## config.mk

```make
export PLATFORM = sky130hd
export DESIGN_NAME = bkat_ctrl
export DESIGN_NICKNAME = d
export VERILOG_FILES = /design/src/hdl/bkat_pkg.sv /design/src/hdl/bkat_ctrl.sv
export SDC_FILE = /design/constraint.sdc
export NUM_CORES = 1
export LEC_CHECK = 0
export ABC_CLOCK_PERIOD_IN_PS = 1200
export BUFFER_PORTS_ARGS = -buffer_cell sky130_fd_sc_hd__buf_2
export CAP_MARGIN = 10
export CORE_AREA = 4 4 41 43
export DETAILED_ROUTE_END_ITERATION = 8
export DIE_AREA = 0 0 45 47
export RECOVER_POWER = 100
export SLEW_MARGIN = 15
export SYNTH_ARGS = -nofsm -noshare
export SYNTH_HDL_FRONTEND = slang
export SYNTH_SLANG_ARGS = --single-unit
```

## constraint.sdc

```tcl
create_clock -name i_clk -period 1.2 [get_ports i_clk]
set_clock_uncertainty 0.2 [all_clocks]
set_input_delay 0.12 -clock i_clk [delete_from_list [all_inputs] [get_ports i_clk]]
set_output_delay 0.12 -clock i_clk [all_outputs]
set_load 0.02 [all_outputs]
```

## src/hdl/bkat_pkg.sv

```systemverilog
package bkat_pkg;

    localparam int KEY_W    = 64;
    localparam int COUNT_W  = 32;
    localparam int BYTES_W  = 48;
    localparam int REQ_W    = 32;
    localparam int STATUS_W = 3;

    localparam logic [STATUS_W-1:0] ST_NEW         = 3'd0;
    localparam logic [STATUS_W-1:0] ST_COUNTED     = 3'd1;
    localparam logic [STATUS_W-1:0] ST_FREED       = 3'd2;
    localparam logic [STATUS_W-1:0] ST_DECREMENTED = 3'd3;
    localparam logic [STATUS_W-1:0] ST_NOT_FOUND   = 3'd4;
    localparam logic [STATUS_W-1:0] ST_FULL        = 3'd5;

    localparam logic KIND_ADD    = 1'b0;
    localparam logic KIND_REMOVE = 1'b1;

    localparam logic [COUNT_W-1:0] COUNT_MAX = '1;
    localparam logic [BYTES_W-1:0] BYTES_MAX = '1;

    // one table slot as stored in the RAM
    typedef struct packed {
        logic               valid;
        logic [KEY_W-1:0]   key;
        logic [COUNT_W-1:0] count;
        logic [BYTES_W-1:0] bytes;
    } t_entry;

    localparam int ENTRY_W = $bits(t_entry);

    // controller -> datapath
    typedef struct packed {
        logic clr_wr;   // write an empty slot at the sweep address
        logic fold;     // input beat taken
        logic scan;     // table scan in progress
        logic commit;   // update slot (when one applies) and load result
    } t_cmd;

    // datapath -> controller
    typedef struct packed {
        logic clear_last;
        logic scan_done;
        logic out_free;
    } t_stat;

endpackage

```

## src/hdl/bkat_ctrl.sv

```systemverilog
module bkat_ctrl
    import bkat_pkg::*;
(
    input  logic  i_clk,
    input  logic  i_rst_n,
    input  logic  i_in_valid,
    input  logic  i_last_frame,
    input  t_stat i_stat,
    output t_cmd  o_cmd,
    output logic  o_in_stall
);

    typedef enum logic [3:0] {
        S_CLEAR  = 4'b0001,
        S_IDLE   = 4'b0010,
        S_SCAN   = 4'b0100,
        S_RESULT = 4'b1000
    } t_state;

    t_state r_state;
    t_state n_state;

    always_comb begin
        n_state    = r_state;
        o_cmd      = '0;
        o_in_stall = 1'b1;
        case (r_state)
            S_CLEAR: begin
                o_cmd.clr_wr = 1'b1;
                if (i_stat.clear_last) begin
                    n_state = S_IDLE;
                end
            end
            S_IDLE: begin
                o_in_stall = 1'b0;
                if (i_in_valid) begin
                    o_cmd.fold = 1'b1;
                    if (i_last_frame) begin
                        n_state = S_SCAN;
                    end
                end
            end
            S_SCAN: begin
                o_cmd.scan = 1'b1;
                if (i_stat.scan_done) begin
                    n_state = S_RESULT;
                end
            end
            S_RESULT: begin
                if (i_stat.out_free) begin
                    o_cmd.commit = 1'b1;
                    n_state      = S_IDLE;
                end
            end
            default: begin
                n_state = S_CLEAR;
            end
        endcase
    end

    always_ff @(posedge i_clk) begin
        if (!i_rst_n) begin
            r_state <= S_CLEAR;
        end else begin
            r_state <= n_state;
        end
    end

endmodule

```

==> flow_metrics.env <==
export IMPL_layout_setup_ws_ns=-0.295
export IMPL_power_leakage_uw=0.000262
export IMPL_synth_adder_area_share=0
export IMPL_drv_slew=0
export IMPL_path_max_fanout=4
export IMPL_diodes=0
export IMPL_cp_arrival_ns=1.18
export IMPL_avgSynthCellArea_um2=9.40
export IMPL_synthTopCellsByCount="4 x dfxtp_1, 3 x nand2_1, 2 x nor3b_1, 2 x nor4b_1, 2 x o21a_1"
export IMPL_synth_simple_area_share=0.451
export IMPL_hold_path_class="in2reg"
export IMPL_drtIter0Drc=0
export IMPL_largest_register_ffs=4
export IMPL_seq_area_frac_synth=0.275
export IMPL_ys_warn_count=0
export IMPL_area_delta_synth_final_pct=112
export IMPL_cp_end_kind="output pin"
export IMPL_synthMuxAreaShare=0
export IMPL_clock_sinks=4
export IMPL_netlist_instances=31
export IMPL_clk_latency_ns=0.23
export IMPL_multi_input_area_um2=238
export IMPL_numPortBuffers=11
export IMPL_cts_buffers_inserted=3
export IMPL_cts_tree="yes"
export IMPL_reg_largest_list="r_state x4"
export IMPL_fp_dieArea_mm2=0.00212
export IMPL_pin_count=12
export IMPL_ys_types=23
export IMPL_yosys_area_share_xor_xnor=0
export IMPL_max_cap_violations=0
export IMPL_initial_core_util=0.224
export IMPL_synthDominantCellAreaShare=0.275
export IMPL_ant_nets=0
export IMPL_cts_path_max_buffers=2
export IMPL_nNetsFinal=69
export IMPL_root_buffer="clkbuf_4"
export IMPL_finalSetupViolCount=8
export IMPL_path_class="reg2out"
export IMPL_gr_total_overflow=0
export IMPL_outcome="complete, but fails checks"
export IMPL_rows=13
export IMPL_drt_pass1_iter_count=1
export IMPL_yosys_area_top_type="dfxtp_1"
export IMPL_via_per_inst=4.48
export IMPL_die_w_um=45
export IMPL_dr_total_vias=336
export IMPL_synth_edf_count=0
export IMPL_async_flop_share=0
export IMPL_synth_top_family_by_area="simple AND/OR/NAND/NOR gates"
export IMPL_core_area_mm2=0.00130
export IMPL_rsz0062_at_grt="true"
export IMPL_drive_gt1_frac=0.767
export IMPL_grt_pass1_wl_mm=1.55
export IMPL_die_h_um=47
export IMPL_syn_area_um2=292
export IMPL_power_density_mw_per_mm2=696
export IMPL_grt_max_degree=7
export IMPL_p_total_uw=431
export IMPL_finalHoldViolations=0
export IMPL_post_route_drc_count=0
export IMPL_dp_final_hpwl_um=606
export IMPL_cts_htree_levels=1
export IMPL_ys_seq_elements=4
export IMPL_slew_headroom=0.846
export IMPL_fin_crit_ns=1.50
export IMPL_yosysMostFrequentCell="dfxtp_1"
export IMPL_fmax_mhz=669
export IMPL_clk_pin_slew_ns=0.04
export IMPL_crit_required_ns=0.88
export IMPL_worst_setup_path_start_kind="register"
export IMPL_worst_pin_slew_ns=0.229
export IMPL_syn_nets=38
export IMPL_period_share=1.25
export IMPL_place_ws_ns=-0.145
export IMPL_grt_usage=0.107
export IMPL_fill_cells=137
export IMPL_antenna_found_initial=0
export IMPL_synth_compound_area_frac=0.176
export IMPL_regArea_um2=92.6
export IMPL_gp_routability_congestion=0.807
export IMPL_r2r_setup_slack_ns=-0.20
export IMPL_ir_drop_v=0.000380
export IMPL_wl_um=882
export IMPL_failed_checks="negative setup slack"
export IMPL_yosys_top_cells_area="dfxtp_1 27%, nor4b_4 8.2%, nor4b_1 6.0%"
export IMPL_setup_tns_final_ns=-1.70
export IMPL_regMostFlops="r_state"
export IMPL_first_global_vias=366
export IMPL_ys_flop_type="dfxtp_1"
export IMPL_wl_per_cell_um=11.8
cell usage in the layout (no fill, tap or decap), drive strengths merged:
| cell type | instances |
|---|---|
| buf | 26 |
| dfxtp | 4 |
| clkbuf | 3 |
| dlygate4sd3 | 3 |
| nor4b | 3 |
| nand2 | 3 |
| o21a | 2 |
| inv | 2 |
| nor3b | 2 |
| nand2b | 1 |
| nor3 | 1 |
| nor4 | 1 |
| and2 | 1 |
| o22ai | 1 |
| a32o | 1 |
| nand3b | 1 |
| a311oi | 1 |
| o21ai | 1 |
| a31oi | 1 |
| nor2b | 1 |
| nor2 | 1 |
worst max-delay path, stage by stage (launching register included):
cell,delay (ns)
dfxtp_4,0.35
buf_6,0.12
nor4b_4,0.29
buf_4,0.19
per-stage QoR:
step                utilization  hold slack (ns)  instances  instance area, µm²
floorplan                     -         -0.00377         31                 315
global route              0.476           0.0683         75                 619
finish                    0.476           0.0582         75                 619
CTS                       0.427           0.0431         72                 556
global placement          0.334            0.148         64                 434
detailed placement        0.334            0.187         64                 434
metal layers:
layer | GRT usage | part of all wire | vias to the layer above
li1 | - | - | 171
met1 | 0.113 | 0.36 | 151
met2 | 0.186 | 0.55 | 12
met3 | 0.0268 | 0.079 | 2
met4 | 0.0702 | 0.0045 | 0
met5 | 0 | 0 | -
kinds of logic (layout without fill, tap and decap cells):
family	count (synthesis)	in the layout
AO/OA/AOI/OAI	7	7
buffers and inverters	5	34
flip-flops	4	4
AND/OR/NAND/NOR	15	15
final timing paths:
check,end,depth (start not counted),from
setup / recovery,o_cmd[1],3,r_state[0]$_SDFFE_PN1P_
hold / removal,r_state[2]$_SDFFE_PN0P_,4,i_last_frame
setup reg to reg,r_state[2]$_SDFFE_PN0P_,5,r_state[0]$_SDFFE_PN1P_
hold reg to reg,r_state[3]$_SDFFE_PN0P_,3,r_state[0]$_SDFFE_PN1P_
report_power, final:
| part | leakage (µW) | switching [µW] | internal, µW |
|---|---|---|---|
| Clock | 0.0000138 | 53.4 | 112 |
| Sequential | 0.0000347 | 8.95 | 136 |
| Combinational | 0.000213 | 48.4 | 71.9 |
area by class of cell:
type | count | share of cell area
sequential | 4 | 0.149
clock buffer | 3 | 0.0364
multi-input combinational | 22 | 0.384
timing repair buffer | 29 | 0.388
tap | 15 | 0.0303
inverter | 2 | 0.0121
what timing repair did:
action / CTS / global route
hold buffers: 3 / 0
resized for setup: 18 / 9
setup endpoints to repair: 9 / 9
hold endpoints to repair: 3 / 0
gates cloned: 0 / 0
pin swaps: 6 / 2
buffers inserted: 2 / 3
(Power assumes the default switching activity.)
